## src/rtl/lbh_pkg.sv

```systemverilog
// Shared types and constants for the letter bigram histogram.
// Used by lbh_front, lbh_fifo, lbh_back and letter_bigram_histogram_core.
package lbh_pkg;

    localparam int COUNT_BITS  = 16;
    localparam int NUM_LETTERS = 26;
    localparam int NUM_PAIRS   = NUM_LETTERS * NUM_LETTERS;
    localparam int ADDR_W      = $clog2(NUM_PAIRS);
    localparam int LETTER_W    = 5;
    localparam int BYTE_W      = 8;
    localparam int RESULT_W    = 16;

    // command queue between front and back; depth is a power of two
    localparam int Q_DEPTH = 2;
    localparam int Q_PTR_W = $clog2(Q_DEPTH);
    localparam int Q_CNT_W = $clog2(Q_DEPTH + 1);

    localparam logic [BYTE_W-1:0] CHAR_LOW_A = 8'h61;  // 'a'
    localparam logic [BYTE_W-1:0] CHAR_LOW_Z = 8'h7A;  // 'z'
    localparam logic [BYTE_W-1:0] CHAR_UP_A  = 8'h41;  // 'A'
    localparam logic [BYTE_W-1:0] CHAR_UP_Z  = 8'h5A;  // 'Z'

    localparam logic [COUNT_BITS-1:0] COUNT_MAX = {COUNT_BITS{1'b1}};

    typedef enum logic {
        OP_SCAN = 1'b0,
        OP_READ = 1'b1
    } t_opcode;

    typedef enum logic [1:0] {
        CMD_INC,        // bump one pair counter
        CMD_READ,       // report one pair counter
        CMD_READ_NONE   // report zero, letter index out of range
    } t_cmd_kind;

    typedef struct packed {
        t_cmd_kind         kind;
        logic [ADDR_W-1:0] addr;
    } t_cmd;

    // queue side of the link between front and back
    typedef struct packed {
        logic valid;
        logic full;
    } t_q_status;

    typedef enum logic [1:0] {
        BK_CLEAR,
        BK_IDLE,
        BK_EXEC
    } t_back_state;

endpackage

```

## src/rtl/lbh_fifo.sv

```systemverilog
// Short command queue between the front end and the counter back end.
// Depends on lbh_pkg for the command type and depth.
module lbh_fifo
    import lbh_pkg::*;
(
    input  logic      i_clk,
    input  logic      i_rst_n,
    input  logic      i_push,
    input  t_cmd      i_cmd,
    input  logic      i_pop,
    output t_cmd      o_cmd,
    output t_q_status o_status
);

    t_cmd               r_mem [Q_DEPTH];
    logic [Q_PTR_W-1:0] r_wr_ptr;
    logic [Q_PTR_W-1:0] r_rd_ptr;
    logic [Q_CNT_W-1:0] r_count;

    logic do_push;
    logic do_pop;

    assign o_status.valid = (r_count != '0);
    assign o_status.full  = (r_count == Q_CNT_W'(Q_DEPTH));
    assign do_push        = i_push & ~o_status.full;
    assign do_pop         = i_pop & o_status.valid;
    assign o_cmd          = r_mem[r_rd_ptr];

    always_ff @(posedge i_clk) begin
        if (do_push) begin
            r_mem[r_wr_ptr] <= i_cmd;
        end
    end

    always_ff @(posedge i_clk) begin
        if (!i_rst_n) begin
            r_wr_ptr <= '0;
            r_rd_ptr <= '0;
            r_count  <= '0;
        end else begin
            if (do_push) begin
                r_wr_ptr <= r_wr_ptr + 1'b1;
            end
            if (do_pop) begin
                r_rd_ptr <= r_rd_ptr + 1'b1;
            end
            r_count <= r_count + Q_CNT_W'(do_push) - Q_CNT_W'(do_pop);
        end
    end

endmodule

```

## config.mk

```make
export PLATFORM = sky130hd
export DESIGN_NAME = lbh_fifo
export DESIGN_NICKNAME = d
export VERILOG_FILES = /design/src/rtl/lbh_pkg.sv /design/src/rtl/lbh_fifo.sv
export SDC_FILE = /design/constraint.sdc
export NUM_CORES = 1
export LEC_CHECK = 0
export BUFFER_PORTS_ARGS = -buffer_cell sky130_fd_sc_hd__clkbuf_2
export CORE_MARGIN = 4
export CORE_UTILIZATION = 50
export CTS_CLUSTER_DIAMETER = 30
export CTS_CLUSTER_SIZE = 8
export DETAILED_ROUTE_END_ITERATION = 10
export PLACE_DENSITY = 0.75
export RECOVER_POWER = 25
export SYNTH_ARGS = -nofsm -noshare
export SYNTH_HDL_FRONTEND = slang
export SYNTH_SLANG_ARGS = --single-unit
```

## constraint.sdc

```tcl
create_clock -name i_clk -period 1.9 [get_ports i_clk]
set_input_delay 0.095 -clock i_clk [delete_from_list [all_inputs] [get_ports i_clk]]
set_output_delay 0.095 -clock i_clk [all_outputs]
set_load 0.05 [all_outputs]
```

==> results by group <==
Status
  • Status: completed

Power
  • Leak pwr: 0.648 nW
  • Switching power total: 0.880 mW
  • Clock Power Share: 18.0%
  • Total Power: 2.25 mW
  • Comb pwr share: 43.2%
  • Int Pwr: 1.37 mW
  • P per Cell Area: 1490 nW/um^2
  • Net Sw Frac: 39.1%
  • Max VDD drop: 1.01 mV
  • Flop pwr share: 38.8%

Finish
  • Commonest non-fill, non-tap cell in the layout: clkbuf_2
  • Layout Nets: 131
  • P&R area growth vs syn: 32.4%
  • Leading cell types in the layout, fill and taps excluded: clkbuf_2, edfxtp_1, dlygate4sd3_1
  • # fillers: 160
  • Layout Utilization: 69.0%
  • Non-filler cells, final: 142
  • Antenna cells: 0
  • Share of post-route cells with drive strength above 1: 43.9%

Synth
  • Synth top area share: 63.1%
  • Post-synthesis sequential area ratio: 71.9%
  • Most area-consuming cells after synthesis: edfxtp_1, mux2_4, dfxtp_1
  • Yosys cell types: 18
  • Yosys reg bits: 29
  • Mapped cell area: 1140 sq um
  • Cells after Synth: 64
  • Synth area leader: edfxtp_1
  • Synth Warn #: 0
  • Syn_area_per_cell: 17.8 sq um
  • Synthesized net count: 82

STA
  • Worst-margin pin slew: 547 ps
  • Rel. slew slack: 63.5%
  • Final Setup Violations: 0
  • Max-slew violations: 0
  • Hold slack: 54.9 ps
  • Setup TNS: 0 ps
  • F_max: 0.621 GHz
  • RSZ-0062 raised after global routing: no
  • Final period util: 84.8%
  • Final Hold Viols: 0
  • Tmin final: 1610 ps
  • Worst clock skew: 8.88 ps

Critical path
  • CP required: 2140 ps
  • Crit path to: r_count[1]
  • Worst setup path category: reg2reg
  • Crit-path max FO: 4
  • Critical-path top delay cell: dfxtp_1
  • Max incr delay on CP: 370 ps
  • Endpoint type of the worst setup path: flip-flop
  • Startpoint Class: flip-flop
  • CP startpoint: r_count[0]
  • Critical path's top delay family: simple AND/OR/NAND/NOR gates
  • CP cell instances: nand2b_1 -> nand2_1 -> ha_1 -> inv_1 -> ha_1 -> xor2_1 -> and2_1 -> nor3_1
  • Most frequent CP cell: ha_1
  • Worst path buffer plus inverter count: 1
  • RR Endpoint: r_count[1]
  • Worst R2R Setup Slack: 290 ps
  • CP Data Arrival Time: 1850 ps
  • Reg2Reg Launch Point: r_count[0]
  • Crit path depth: 8
  • R2R cell count: 8

Global route
  • Vias in the first global route: 661
  • Largest net degree at the start of global routing: 13
  • Initial antenna violation count: 0
  • First-pass GRT wire length: 2910 um
  • Congestion Overflow GR: 0
  • Total global routing track utilization: 12.6%

Route
  • Final routed DRC violation total: 0
  • Total number of vias: 651
  • Initial drt markers: 5
  • 1st-pass router iterations: 4
  • Post-DRT Antenna Nets: 0
  • Average wire per standard cell: 12.2 um
  • Vias per cell: 4.58
  • DRT Wirelength: 1730 um

Floorplanning
  • Row Count: 17
  • Die height: 55.8 um
  • Initial Util: 52.1%
  • Die area: 3110 sq um
  • Die width: 55.8 um
  • Num ports: 30
  • Core box area: 2190 sq um

Clocking
  • Deepest clock path buffer count: 2
  • TritonCTS clock tree: yes
  • Sink Count: 29
  • Htree depth: 2
  • Clock-pin slew on the worst setup and hold paths: 90 ps
  • Postcts setup bufs: 0
  • Clock Latency Late Sink: 310 ps
  • TritonCTS buffer count: 5
  • Clock root cell: clkbuf_4

Min path
  • Hold WC Path Type: in2reg
  • Hold path cells: 2

Job
  • Max Cap Viol: 0

Placement
  • Placed cell count: 122
  • IO buf count: 29
  • Gpl congestion: 0.708
  • Final HPWL DP: 1240 um
[layer usage]
layer	GRT usage, %	share of wire [%]	up-vias
li1	-	-	331
met1	13.4	40	290
met2	20.1	49	25
met3	6.26	8.4	5
met4	7.29	2.5	0
met5	0	0	-
[cells by family (layout without fill, tap and decap cells)]
kind of cell	count (synthesis)	in the layout	synth area share [%]
compound gates	1	1	0.767
xor+xnor	2	2	1.53
fa+ha+maj	2	2	2.19
buf+inv	4	54	1.97
flops	29	29	71.9
mux	13	13	16.0
simple gates	13	13	5.70
[layout make-up]
class,instances,area (sq um),share of cell area (%)
well taps,28,35.0,2.32
flip-flops and latches,29,821,54.3
clock inverters,1,5.00,0.331
clock buffers,7,65.1,4.30
multi-input cells,31,299,19.8
repair buffers,43,277,18.3
inverters,3,11.3,0.744
[cells in the mapped netlist]
| cell | instances |
|---|---|
| edfxtp_1 | 24 |
| mux2_4 | 10 |
| dfxtp_1 | 5 |
| nor2_1 | 4 |
| inv_1 | 3 |
| and2_1 | 2 |
| ha_1 | 2 |
| mux2_2 | 2 |
| nand2_1 | 2 |
| nand2b_1 | 2 |
| and3_1 | 1 |
| buf_6 | 1 |
| mux2i_1 | 1 |
| nor3_1 | 1 |
| o21a_2 | 1 |
| or2_2 | 1 |
| xnor2_1 | 1 |
| xor2_1 | 1 |
[registers in the layout (all words and copies together) (netlist names), named ones only]
register / count
r_mem: 24
r_count: 2
r_wr_ptr: 1
r_rd_ptr: 1
[how the worst min path moves through the flow]
stage / to / start
global placement: r_mem[0][4] / i_cmd[4]
CTS: r_count[0] / i_rst_n
global route: r_count[0] / i_rst_n
floorplan: r_mem[0][0] / i_cmd[0]
finish: r_count[0] / i_rst_n
detailed placement: r_mem[0][0] / i_cmd[0]
[power groups by stage]
stage / Clock, mW / Combinational [mW] / Sequential, mW
floorplan: 0 / 0.796 / 0.881
global placement: 0 / 0.955 / 0.879
detailed placement: 0 / 0.964 / 0.889
CTS: 0.421 / 0.985 / 0.875
global route: 0.454 / 1.04 / 0.886
finish: 0.405 / 0.973 / 0.875
[stage by stage]
step | cell area (sq um) | worst slack [ps]
after floorplan | 1140 | 398
after global placement | 1330 | 366
after detailed placement | 1330 | 300
after CTS | 1520 | 274
after global routing | 1510 | 129
final | 1510 | 290
[repair_timing]
item / CTS / global route
resized for setup: 0 / 0
hold endpoints to repair: 24 / 0
setup endpoints to repair: 0 / 0
hold buffers: 12 / 0
No activity file was read; power rests on OpenSTA's default activity.
