`src/rtl/lbh_pkg.sv`:
```
// Shared types and constants for the letter bigram histogram.
// Used by lbh_front, lbh_fifo, lbh_back and letter_bigram_histogram_core.
package lbh_pkg;

    localparam int COUNT_BITS  = 16;
    localparam int NUM_LETTERS = 26;
    localparam int NUM_PAIRS   = NUM_LETTERS * NUM_LETTERS;
    localparam int ADDR_W      = $clog2(NUM_PAIRS);
    localparam int LETTER_W    = 5;
    localparam int BYTE_W      = 8;
    localparam int RESULT_W    = 16;

    // command queue between front and back; depth is a power of two
    localparam int Q_DEPTH = 2;
    localparam int Q_PTR_W = $clog2(Q_DEPTH);
    localparam int Q_CNT_W = $clog2(Q_DEPTH + 1);

    localparam logic [BYTE_W-1:0] CHAR_LOW_A = 8'h61;  // 'a'
    localparam logic [BYTE_W-1:0] CHAR_LOW_Z = 8'h7A;  // 'z'
    localparam logic [BYTE_W-1:0] CHAR_UP_A  = 8'h41;  // 'A'
    localparam logic [BYTE_W-1:0] CHAR_UP_Z  = 8'h5A;  // 'Z'

    localparam logic [COUNT_BITS-1:0] COUNT_MAX = {COUNT_BITS{1'b1}};

    typedef enum logic {
        OP_SCAN = 1'b0,
        OP_READ = 1'b1
    } t_opcode;

    typedef enum logic [1:0] {
        CMD_INC,        // bump one pair counter
        CMD_READ,       // report one pair counter
        CMD_READ_NONE   // report zero, letter index out of range
    } t_cmd_kind;

    typedef struct packed {
        t_cmd_kind         kind;
        logic [ADDR_W-1:0] addr;
    } t_cmd;

    // queue side of the link between front and back
    typedef struct packed {
        logic valid;
        logic full;
    } t_q_status;

    typedef enum logic [1:0] {
        BK_CLEAR,
        BK_IDLE,
        BK_EXEC
    } t_back_state;

endpackage

```
`src/rtl/lbh_front.sv`:
```
// Front end: accepts stream words, decodes letters, tracks the previous letter
// and turns pairs and reads into counter commands. Depends on lbh_pkg.
module lbh_front
    import lbh_pkg::*;
(
    input  logic                i_clk,
    input  logic                i_rst_n,
    input  logic                i_valid,
    output logic                o_ready,
    input  logic                i_opcode,
    input  logic [BYTE_W-1:0]   i_char_byte,
    input  logic [LETTER_W-1:0] i_first_letter,
    input  logic [LETTER_W-1:0] i_second_letter,
    input  t_q_status           i_q_status,
    input  logic                i_clear_done,
    output logic                o_push,
    output t_cmd                o_cmd
);

    logic                r_prev_is_letter;
    logic [LETTER_W-1:0] r_prev_idx;
    logic                n_prev_is_letter;
    logic [LETTER_W-1:0] n_prev_idx;

    logic                accept;
    logic                is_lower;
    logic                is_upper;
    logic                is_letter;
    logic [LETTER_W-1:0] cur_idx;
    logic                query_ok;

    assign o_ready = i_clear_done & ~i_q_status.full;
    assign accept  = i_valid & o_ready;

    assign is_lower  = (i_char_byte >= CHAR_LOW_A) && (i_char_byte <= CHAR_LOW_Z);
    assign is_upper  = (i_char_byte >= CHAR_UP_A) && (i_char_byte <= CHAR_UP_Z);
    assign is_letter = is_lower | is_upper;

    always_comb begin
        if (is_lower) begin
            cur_idx = LETTER_W'(i_char_byte - CHAR_LOW_A);
        end else begin
            cur_idx = LETTER_W'(i_char_byte - CHAR_UP_A);
        end
    end

    assign query_ok = (i_first_letter < LETTER_W'(NUM_LETTERS))
                   && (i_second_letter < LETTER_W'(NUM_LETTERS));

    always_comb begin
        n_prev_is_letter = r_prev_is_letter;
        n_prev_idx       = r_prev_idx;
        o_push           = 1'b0;
        o_cmd.kind       = CMD_INC;
        o_cmd.addr       = ADDR_W'(r_prev_idx) * ADDR_W'(NUM_LETTERS) + ADDR_W'(cur_idx);
        if (accept) begin
            unique case (t_opcode'(i_opcode))
                OP_SCAN: begin
                    n_prev_is_letter = is_letter;
                    if (is_letter) begin
                        n_prev_idx = cur_idx;
                        o_push     = r_prev_is_letter;
                    end
                end
                OP_READ: begin
                    // a read leaves the pairing state alone
                    o_push     = 1'b1;
                    o_cmd.kind = query_ok ? CMD_READ : CMD_READ_NONE;
                    o_cmd.addr = ADDR_W'(i_first_letter) * ADDR_W'(NUM_LETTERS)
                               + ADDR_W'(i_second_letter);
                end
                default: begin
                    o_push = 1'b0;
                end
            endcase
        end
    end

    always_ff @(posedge i_clk) begin
        if (!i_rst_n) begin
            r_prev_is_letter <= 1'b0;
            r_prev_idx       <= '0;
        end else begin
            r_prev_is_letter <= n_prev_is_letter;
            r_prev_idx       <= n_prev_idx;
        end
    end

endmodule

```
`config.mk`:
```
export PLATFORM = sky130hd
export DESIGN_NAME = lbh_front
export DESIGN_NICKNAME = d
export VERILOG_FILES = /design/src/rtl/lbh_pkg.sv /design/src/rtl/lbh_front.sv
export SDC_FILE = /design/constraint.sdc
export NUM_CORES = 1
export LEC_CHECK = 0
export BUFFER_PORTS_ARGS = -buffer_cell sky130_fd_sc_hd__buf_2
export CORE_AREA = 2 2 77 79
export CTS_CLUSTER_SIZE = 16
export DETAILED_ROUTE_END_ITERATION = 6
export DIE_AREA = 0 0 79 81
export HOLD_SLACK_MARGIN = 0.05
export PLACE_DENSITY = 0.5
export SETUP_SLACK_MARGIN = 0.1
export SLEW_MARGIN = 20
export SYNTH_ARGS = -nofsm -noshare
export SYNTH_HDL_FRONTEND = slang
export SYNTH_SLANG_ARGS = --single-unit
```
`constraint.sdc`:
```
create_clock -name i_clk -period 9.5 [get_ports i_clk]
set_input_delay 0.95 -clock i_clk [delete_from_list [all_inputs] [get_ports i_clk]]
set_output_delay 0.95 -clock i_clk [all_outputs]
set_load 0.005 [all_outputs]
```
==> results of run 1 <==
[through the flow]
step	instance area, um2	setup WS, ps
floorplan	1605	5172
global placement	1876	4733
detailed placement	1876	4746
CTS	1917	4729
global route	1917	4539
finish	1917	4769
[layer usage]
layer	wire length (um)	vias to the layer above	global-route usage
met1	1355	568	0.1169
met5	0	-	0
li1	-	714	-
met3	75	4	0.01667
met2	1498	15	0.2068
met4	23	0	0.02069
[worst max-delay path by stage]
| stage | cells past startpoint | to | slack [ps] |
|---|---|---|---|
| 2_1_floorplan | 11 | o_cmd[9] | 5170 |
| 3_3_place_gp | 13 | o_cmd[9] | 4730 |
| 3_5_place_dp | 13 | o_cmd[9] | 4750 |
| 4_1_cts | 13 | o_cmd[9] | 4730 |
| 5_1_grt | 13 | o_cmd[9] | 4540 |
| 6_report | 13 | o_cmd[9] | 4770 |
[cell type report]
type | count | area [um2]
Inverter | 20 | 75.07
Sequential cell | 6 | 120.1
Timing Repair Buffer | 37 | 185.2
Fill cell | 623 | 3759
Tap cell | 75 | 93.84
Clock buffer | 3 | 41.29
Multi-Input combinational cell | 159 | 1401
[logic make-up (layout without fill, tap and decap cells)]
logic type                 count (synthesis)  count (layout)  synth area share
AOI/OAI and AO/OA                         35              35            0.1426
xor gates and xnor gates                  23              23            0.1434
adders and majority gates                 47              47            0.3944
buffers and inverters                     22              60           0.05221
DFF                                        6               6           0.07483
muxes                                      8               8           0.05378
and+or+nand+nor                           46              46            0.1387
[critical path: cells and delay by family]
| kind | cells | cell delay [ps] |
|---|---|---|
| multiplexers | 1 | 270 |
| AND/OR/NAND/NOR | 2 | 270 |
| buffers and inverters | 4 | 380 |
| AO/OA/AOI/OAI | 1 | 150 |
| adder cells (fa/ha/maj) | 3 | 1310 |
| XOR/XNOR | 2 | 430 |
[report_power, final]
part           internal (W)  switching [W]
registers         0.0000256    0.000000258
clock network     0.0000272      0.0000103
logic             0.0000373      0.0000402
[flip-flops by register name (all words and copies together), names as in the netlist]
signal,count
r_prev_idx,5
r_prev_is_letter,1
[cell usage in the layout (no fill, tap or decap)]
cell and count:
ha_1 41, buf_2 37, inv_1 20, nor2_1 18, xor2_1 14, a21oi_1 13
nand2_1 7, xnor2_1 7, nor2b_1 7, o21ai_0 6, mux2i_1 6, fa_1 6
dfxtp_1 6, a21o_1 5, nand2b_1 5, nand3_1 4, clkbuf_8 3, and2_1 2
nor3_1 1, o211ai_1 1, a211oi_1 1, xor3_1 1, a211oi_2 1, nor2_2 1
a21oi_2 1, a31o_2 1, and4b_1 1, xnor3_1 1, mux2_4 1, a31oi_1 1
o21bai_1 1, mux2_2 1, o311ai_0 1, a2111o_1 1, o211a_1 1, a21boi_0 1
==> flow_summary.yaml, run 1 <==
global_routing:
  grt_pass1_wl_um: 5485
  grt_pass1_vias: 1354
  overflow: 0
  grt_max_degree: 20
  grtUsageTotal: 0.1042
  antenna_found_initial: 0
sta:
  fin_crit_ps: 4731
  setup_viol: 0
  tightestPinTransition_ps: 697.6
  relSlewSlack: 0.5336
  finalCritPeriodShare: 0.4980
  setup_tns_ps: 0
  whs_ps: 488.6
  final-max-slew-violation-count: 0
  rsz0062_at_grt: "false"
  clock.fmax_ghz: 0.2114
  finalHoldViolCount: 0
  clock_skew_ps: 0
synthesis:
  synth-seq-area-share: 0.07482
  syn_inst: 187
  yosys_warnings: 0
  synthArstFlopShare: 0
  ys_types: 36
  synthMostInstantiatedCell: "ha_1"
  ys_ff_latch: 6
  synth_top_area_frac: 0.3196
  yosysTopAreaCell: "ha_1"
  synth_edf_count: 0
  netlist_area_um2: 1605
  synthTopCellsByArea: "ha_1 32%, xor2_1 7.6%, dfxtp_1 7.5%"
  synth_nets: 259
  synth_common_cells: "41 x ha_1, 20 x inv_1, 18 x nor2_1, 14 x xor2_1, 13 x a21oi_1"
  ys.flop_type: "dfxtp_1"
  avgSynthCellArea_um2: 8.584
detailed_routing:
  wirelength_um: 2952
  antenna_left: 0
  drt_iter0_markers: 26
  drt-pass1-iter-count: 4
  route.detailed.drc: 0
  avgViaCountPerCell: 4.337
  vias: 1301
  drt-wirelength-per-cell_um: 9.840
power_and_ir_drop:
  ir_drop_mv: 0.02643
  p_leak_nw: 1.106
  p_per_area_nw_per_um2: 73.46
  finalPower_w: 0.0001408
cts:
  hold_buffers: 0
  cts_sinks: 6
  clk_pin_slew_ps: 40
  numCtsBuffers: 3
  cts_root_buf: "clkbuf_8"
  ctsResizeCount: 0
  cts_setup_buffers: 0
  cts_tree: "yes"
  clock_path_buffers: 2
  clock_latency_ps: 220
  h-tree-depth: 1
worst_setup_path:
  end_kind: "output port"
  crit_path_start: "i_first_letter[1]"
  worst_r2r_path_depth: 3
  crit_path_max_fanout: 4
  rr_endpoint: "r_prev_idx[3]"
  critPathSlowestCell: "fa_1"
  crit_required_ps: 8550
  r2r_slack_ps: 8790
  critical_path_class: "in -> out"
  crit_chain: "buf_2 > inv_1 > ha_1 > fa_1 > inv_1 > fa_1 > nand2b_1 > a21oi_1 > xor2_1 > nand3_1 > xor3_1 > mux2_4 > buf_2"
  arrival_ps: 3780
  slowest_delay_ps: 540
  cp-start-kind: "input pin"
  r2r-start: "r_prev_idx[3]"
die:
  die_area_um2: 6399
  num_io_pins: 39
  rows: 28
  die_h_um: 81
  core_um2: 5675
  die_w_um: 79
  initial_core_util: 0.2828
hold_path:
  min_path_type: "reg -> reg"
  min-delay-start: "r_prev_is_letter"
  whs_endpoint: "r_prev_is_letter"
  hold_depth: 2
layout:
  nets: 299
  fin_cells: 300
  layout-drive-gt1-share: 0.2044
  syn2layout_area_growth_pct: 19.41
  diodes: 0
  fin_util: 0.3377
run_status:
  outcome: "finished, final reports clean"
placed_design:
  dp_hpwl_um: 2689
  finalWeightedCongestion: 0.6999
  io_buffer_count: 37
  dp_cells: 297
job:
  drv_cap: 0
No activity file was read; power rests on OpenSTA's default activity.
==> run 2, diff against run 1 <==
--- a/config.mk
+++ b/config.mk
@@ -5,11 +5,12 @@
 export SDC_FILE = /design/constraint.sdc
 export NUM_CORES = 1
 export LEC_CHECK = 0
+export ABC_AREA = 1
 export BUFFER_PORTS_ARGS = -buffer_cell sky130_fd_sc_hd__buf_2
-export CORE_AREA = 2 2 77 79
+export CORE_AREA = 2 2 83 85
 export CTS_CLUSTER_SIZE = 16
 export DETAILED_ROUTE_END_ITERATION = 6
-export DIE_AREA = 0 0 79 81
+export DIE_AREA = 0 0 85 87
 export HOLD_SLACK_MARGIN = 0.05
 export PLACE_DENSITY = 0.5
 export SETUP_SLACK_MARGIN = 0.1
==> constraint.sdc (replaced) <==
create_clock -name i_clk -period 4.4 [get_ports i_clk]
set_input_delay 0.44 -clock i_clk [delete_from_list [all_inputs] [get_ports i_clk]]
set_output_delay 0.44 -clock i_clk [all_outputs]
set_load 0.005 [all_outputs]
==> run 2 against run 1 <==
Against the previous run:
- critical path depth is 1 higher
- largest power group unchanged
- synthesized cell count is 56% higher
- clock-buffer cell count stayed put
- highest routed layer unchanged
- clock power is 120% higher
- via count is 42% higher
- register-to-register slack worse by 5100 ps
- core utilization is 0.12 points lower
- sequential cell count stayed put
- clock skew stayed put
==> flow_summary.yaml, run 2 <==
run_status:
  outcome: "finished, final reports clean"
sta:
  relSlewSlack: 0.8121
  clock_skew_ps: 0
  setup_viol: 0
  tightestPinTransition_ps: 278.9
  final-max-slew-violation-count: 0
  finalHoldViolCount: 0
  finalCritPeriodShare: 0.7700
  setup_tns_ps: 0
  rsz0062_at_grt: "false"
  clock.fmax_ghz: 0.2952
  fin_crit_ps: 3388
  worst_slack_ps: 1012
detailed_routing:
  drt_iter0_markers: 32
  avgViaCountPerCell: 4.490
  drt-wirelength-per-cell_um: 9.578
  vias: 1850
  route.detailed.drc: 0
  drt-pass1-iter-count: 4
  antenna_left: 0
  wirelength_um: 3946
synthesis:
  syn_inst: 292
  synthArstFlopShare: 0
  yosys_warnings: 0
  synth_edf_count: 0
  synth_common_cells: "73 x nand2_1, 54 x inv_1, 41 x ha_1, 33 x nand3_1, 17 x nor2_1"
  ys.flop_type: "dfxtp_1"
  ys_ff_latch: 6
  synthTopCellsByArea: "ha_1 27%, nand2_1 15%, inv_1 11%"
  avgSynthCellArea_um2: 6.445
  yosysTopAreaCell: "ha_1"
  synthMostInstantiatedCell: "nand2_1"
  synth_nets: 364
  synth_top_area_frac: 0.2726
  synth-seq-area-share: 0.06383
  ys_types: 28
  netlist_area_um2: 1882
global_routing:
  grt_max_degree: 15
  grt_pass1_vias: 1743
  grtUsageTotal: 0.1103
  antenna_found_initial: 0
  overflow: 0
  grt_pass1_wl_um: 7031
die:
  die_w_um: 85
  rows: 30
  core_um2: 6569
  initial_core_util: 0.2865
  die_area_um2: 7395
  num_io_pins: 39
  die_h_um: 87
power_and_ir_drop:
  combPwrFrac: 0.587
  ir_drop_mv: 0.2140
  internal_power_w: 0.0001934
  finalPower_w: 0.0003314
  pwr-share-clk: 0.245
  p_sw_frac: 0.4164
  p_per_area_nw_per_um2: 149.9
  p_sw_w: 0.0001380
  p_leak_nw: 1.316
  p_seq_frac: 0.168
cts:
  cts_setup_buffers: 0
  clk_pin_slew_ps: 40
  numCtsBuffers: 3
  h-tree-depth: 1
  cts_sinks: 6
  ctsResizeCount: 0
  cts_root_buf: "clkbuf_8"
  clock_path_buffers: 2
  cts_tree: "yes"
  hold_buffers: 0
  clock_latency_ps: 220
layout:
  diodes: 0
  nets: 406
  most-common-layout-cells: "73 x nand2_1, 54 x inv_1, 41 x ha_1"
  final_common_cell: "nand2_1"
  largest-register: "r_prev_idx"
  layout-drive-gt1-share: 0.1657
  fin_util: 0.3366
  reg_top3: "r_prev_idx x5, r_prev_is_letter x1"
  largest_register_ffs: 5
  syn2layout_area_growth_pct: 17.49
hold_path:
  hold_depth: 2
  min-delay-start: "r_prev_is_letter"
  whs_endpoint: "r_prev_is_letter"
  min_path_type: "reg -> reg"
job:
  drv_cap: 0
worst_setup_path:
  crit_path_max_fanout: 5
  worst_r2r_path_depth: 4
  crit_required_ps: 3960
  critical_path_class: "in -> out"
  crit_buf_inv: 5
  crit_chain: "buf_2 > inv_1 > ha_1 > fa_1 > inv_1 > fa_1 > xnor2_2 > nand3_2 > nor2_2 > nand3_1 > nand3_1 > nand2_1 > inv_1 > buf_2"
  slowest_delay_ps: 530
  critPathSlowestCell: "fa_1"
  r2r-start: "r_prev_idx[3]"
  arrival_ps: 2950
  cp-start-kind: "input pin"
  rr_endpoint: "r_prev_idx[3]"
  end_kind: "output port"
  crit_top_cell: "inv_1"
  cp_top_family: "adder cells"
  r2r_slack_ps: 3700
placed_design:
  dp_hpwl_um: 3563
  finalWeightedCongestion: 0.7569
  io_buffer_count: 37
  post-place-ws_ps: 1009
==> run 2: changes by cell type in the layout (fill, tap and decap cells not counted), sizes merged, moves of 3 or more <==
cell	change
nand3b	+4
mux2i	-6
nor2b	-7
nand4	+5
xor2	-11
o22ai	+3
a21boi	+4
nand2b	-5
a21o	-5
a21oi	-3
nand3	+32
nand2	+69
inv	+35
o21ai	+5
==> run 2: worst register-to-register path: stages, from the launching register on <==
cell and delay [ps]:
dfxtp_1 370, inv_1 80, nand2_1 70, nand2_1 50
nor2_1 70
==> run 2: area by class of cell <==
type	count	area [um2]
flip-flops and latches	6	120.1
well taps	80	100.1
clock buffers	3	41.29
inverters	56	210.2
multi-input cells	229	1546
fillers	721	4358
repair buffers	38	192.7
==> run 2: kinds of logic (layout without fill, tap and decap cells) <==
family          after synthesis  count (layout)  share of synthesized area
xor+xnor                      8               8                    0.04522
buf+inv                      57              97                     0.1144
compound gates               31              31                    0.09508
fa+ha+maj                    47              47                     0.3364
flops                         6               6                    0.06383
simple gates                143             143                     0.3451
==> run 2: per-stage QoR <==
| step | hold slack (ps) | cell area, um2 | cells |
|---|---|---|---|
| floorplan | 453.5 | 1882 | 292 |
| global placement | 487.4 | 2170 | 409 |
| detailed placement | 481.9 | 2170 | 409 |
| CTS | 490.7 | 2211 | 412 |
| global route | 513.2 | 2211 | 412 |
| finish | 485.9 | 2211 | 412 |
==> run 2: power groups by stage <==
stage	Sequential (W)	Clock [W]	Combinational, W
2_1_floorplan	0.0000564	0	0.000144
3_3_place_gp	0.0000566	0	0.000197
3_5_place_dp	0.0000566	0	0.000197
4_1_cts	0.0000558	0.0000831	0.000198
5_1_grt	0.0000558	0.0000883	0.000228
6_report	0.0000557	0.0000811	0.000195
==> run 2: worst max path at each step <==
stage | start | endpoint | slack [ps] | cells past startpoint
6_report | i_first_letter[1] | o_cmd[9] | 1010 | 14
4_1_cts | r_prev_idx[1] | o_cmd[9] | 960 | 13
3_3_place_gp | i_first_letter[1] | o_cmd[9] | 990 | 14
5_1_grt | i_first_letter[1] | o_cmd[9] | 750 | 14
2_1_floorplan | i_first_letter[1] | o_cmd[9] | 1440 | 12
3_5_place_dp | i_first_letter[1] | o_cmd[9] | 1010 | 14
==> run 2: layer usage <==
metal	up-vias	GRT usage	part of all wire
met5	-	0	0
met4	0	0.008658	0.0076
met3	4	0.02464	0.044
met2	39	0.1911	0.42
met1	781	0.1461	0.53
li1	1026	-	-
==> run 3, diff against run 2 <==
==> constraint.sdc (replaced) <==
create_clock -name i_clk -period 3.2 [get_ports i_clk]
set_input_delay 0.32 -clock i_clk [delete_from_list [all_inputs] [get_ports i_clk]]
set_output_delay 0.32 -clock i_clk [all_outputs]
set_load 0.005 [all_outputs]
==> run 3 against run 2 <==
Against the previous run:
- cell area grew 7.3%
- core utilization grew 2.5 points
- via count grew 5.1%
- die area unchanged
- hold slack got worse by 120 ps
- first-iteration DRC count shrank 41%
- register-to-register slack worse by 1200 ps
- combinational power grew 53%
- critical path type is now reg -> out
- highest routed layer unchanged
==> flow_summary.yaml, run 3 (same netlist as run 2, synthesis figures left out) <==
run_status:
  outcome: "finished, final reports clean"
cts:
  cts_root_buf: "clkbuf_8"
  cts_sinks: 6
  cts_tree: "yes"
  clock_path_buffers: 2
  clock_latency_ps: 220
  clk_pin_slew_ps: 40
  numCtsBuffers: 3
  h-tree-depth: 1
  hold_buffers: 0
global_routing:
  grt_pass1_wl_um: 7238
  grt_max_degree: 14
  antenna_found_initial: 0
  grtUsageTotal: 0.1133
  grt_pass1_vias: 1761
  overflow: 0
layout:
  nets: 415
  largest-register: "r_prev_idx"
  most-common-layout-cells: "70 x nand2_1, 49 x inv_1, 37 x buf_2"
  syn2layout_area_growth_pct: 26.06
  largest_register_ffs: 5
  reg_top3: "r_prev_idx x5, r_prev_is_letter x1"
  fin_cells: 421
  diodes: 0
  layout-drive-gt1-share: 0.2639
  final_common_cell: "nand2_1"
  fin_area_um2: 2372
detailed_routing:
  drt_iter0_markers: 19
  vias: 1944
  wirelength_um: 4200
  drt-wirelength-per-cell_um: 9.976
  avgViaCountPerCell: 4.618
  antenna_left: 0
  route.detailed.drc: 0
  drt-pass1-iter-count: 3
power_and_ir_drop:
  ir_drop_mv: 0.1111
  finalPower_w: 0.0004901
  p_leak_nw: 1.362
  p_per_area_nw_per_um2: 206.6
sta:
  worst_slack_ps: 258.2
  tightestPinTransition_ps: 285.5
  setup_viol: 0
  final-max-slew-violation-count: 0
  setup_tns_ps: 0
  clock_skew_ps: 0
  finalCritPeriodShare: 0.9193
  clock.fmax_ghz: 0.3399
  rsz0062_at_grt: "false"
  finalHoldViolCount: 0
  relSlewSlack: 0.8096
  fin_crit_ps: 2942
die:
  die_w_um: 85
  die_h_um: 87
  num_io_pins: 39
  die_area_um2: 7395
  core_um2: 6569
  rows: 30
  initial_core_util: 0.2865
placed_design:
  place_area_um2: 2192
  io_buffer_count: 37
  dp_hpwl_um: 3675
  finalWeightedCongestion: 0.7789
  dp_cells: 412
  post-place-ws_ps: 80.98
worst_setup_path:
  critical_path_class: "reg -> out"
  cp-start-kind: "register"
  crit_required_ps: 2880
  end_kind: "output port"
  arrival_ps: 2620
  crit_path_max_fanout: 4
job:
  drv_cap: 0
hold_path:
  min_path_type: "in -> reg"
[run 3: per-stage QoR]
step	util	hold slack (ps)
after floorplan	-	440.4
after global placement	0.3337	485.9
after detailed placement	0.3337	477.9
after CTS	0.3429	363.0
after global routing	0.3611	376.1
final	0.3611	364.2
[run 3: worst paths after layout]
path / cells past startpoint / startpoint / slack [ps] / endpoint
hold / removal: 3 / i_rst_n / 360 / r_prev_idx[3]
setup / recovery: 11 / r_prev_idx[1] / 260 / o_cmd[6]
setup reg to reg: 4 / r_prev_idx[3] / 2490 / r_prev_idx[3]
hold reg to reg: 2 / r_prev_is_letter / 480 / r_prev_is_letter
[run 3: metal layers]
metal / wire length, um / vias to the layer above / track usage
met1: 2106 / 857 / 0.1504
met2: 1903 / 35 / 0.1967
met4: 26 / 0 / 0.02309
li1: - / 1048 / -
met3: 163 / 4 / 0.01517
met5: 0 / - / 0
[run 3: final cells by class]
| type | instances | area (um2) |
|---|---|---|
| Sequential cell | 6 | 126.4 |
| Inverter | 56 | 210.2 |
| Clock buffer | 3 | 41.29 |
| Fill cell | 730 | 4197 |
| Timing Repair Buffer | 47 | 260.3 |
| Multi-Input combinational cell | 229 | 1634 |
| Tap cell | 80 | 100.1 |
[run 3: repair_timing]
item,CTS,global route
hold endpoints to repair,0,0
buffers inserted,1,5
pin swaps,2,14
setup endpoints to repair,4,4
gates resized for setup,4,24
[run 3: report_power, final]
group	internal [W]	switching (W)	leakage, nW
clock network	0.0000810	0.0000347	0.0216
logic	0.000130	0.000168	1.29
registers	0.0000751	0.000000878	0.0502
[run 3: critical path, stage by stage (launching register included)]
cell and delay, ps:
dfxtp_4 360, ha_4 240, fa_1 540, inv_2 40, fa_2 550, inv_2 60, nand2_1 70, nand3_2 100
a21oi_1 120, o21ai_0 90, nand2_1 100, buf_2 120
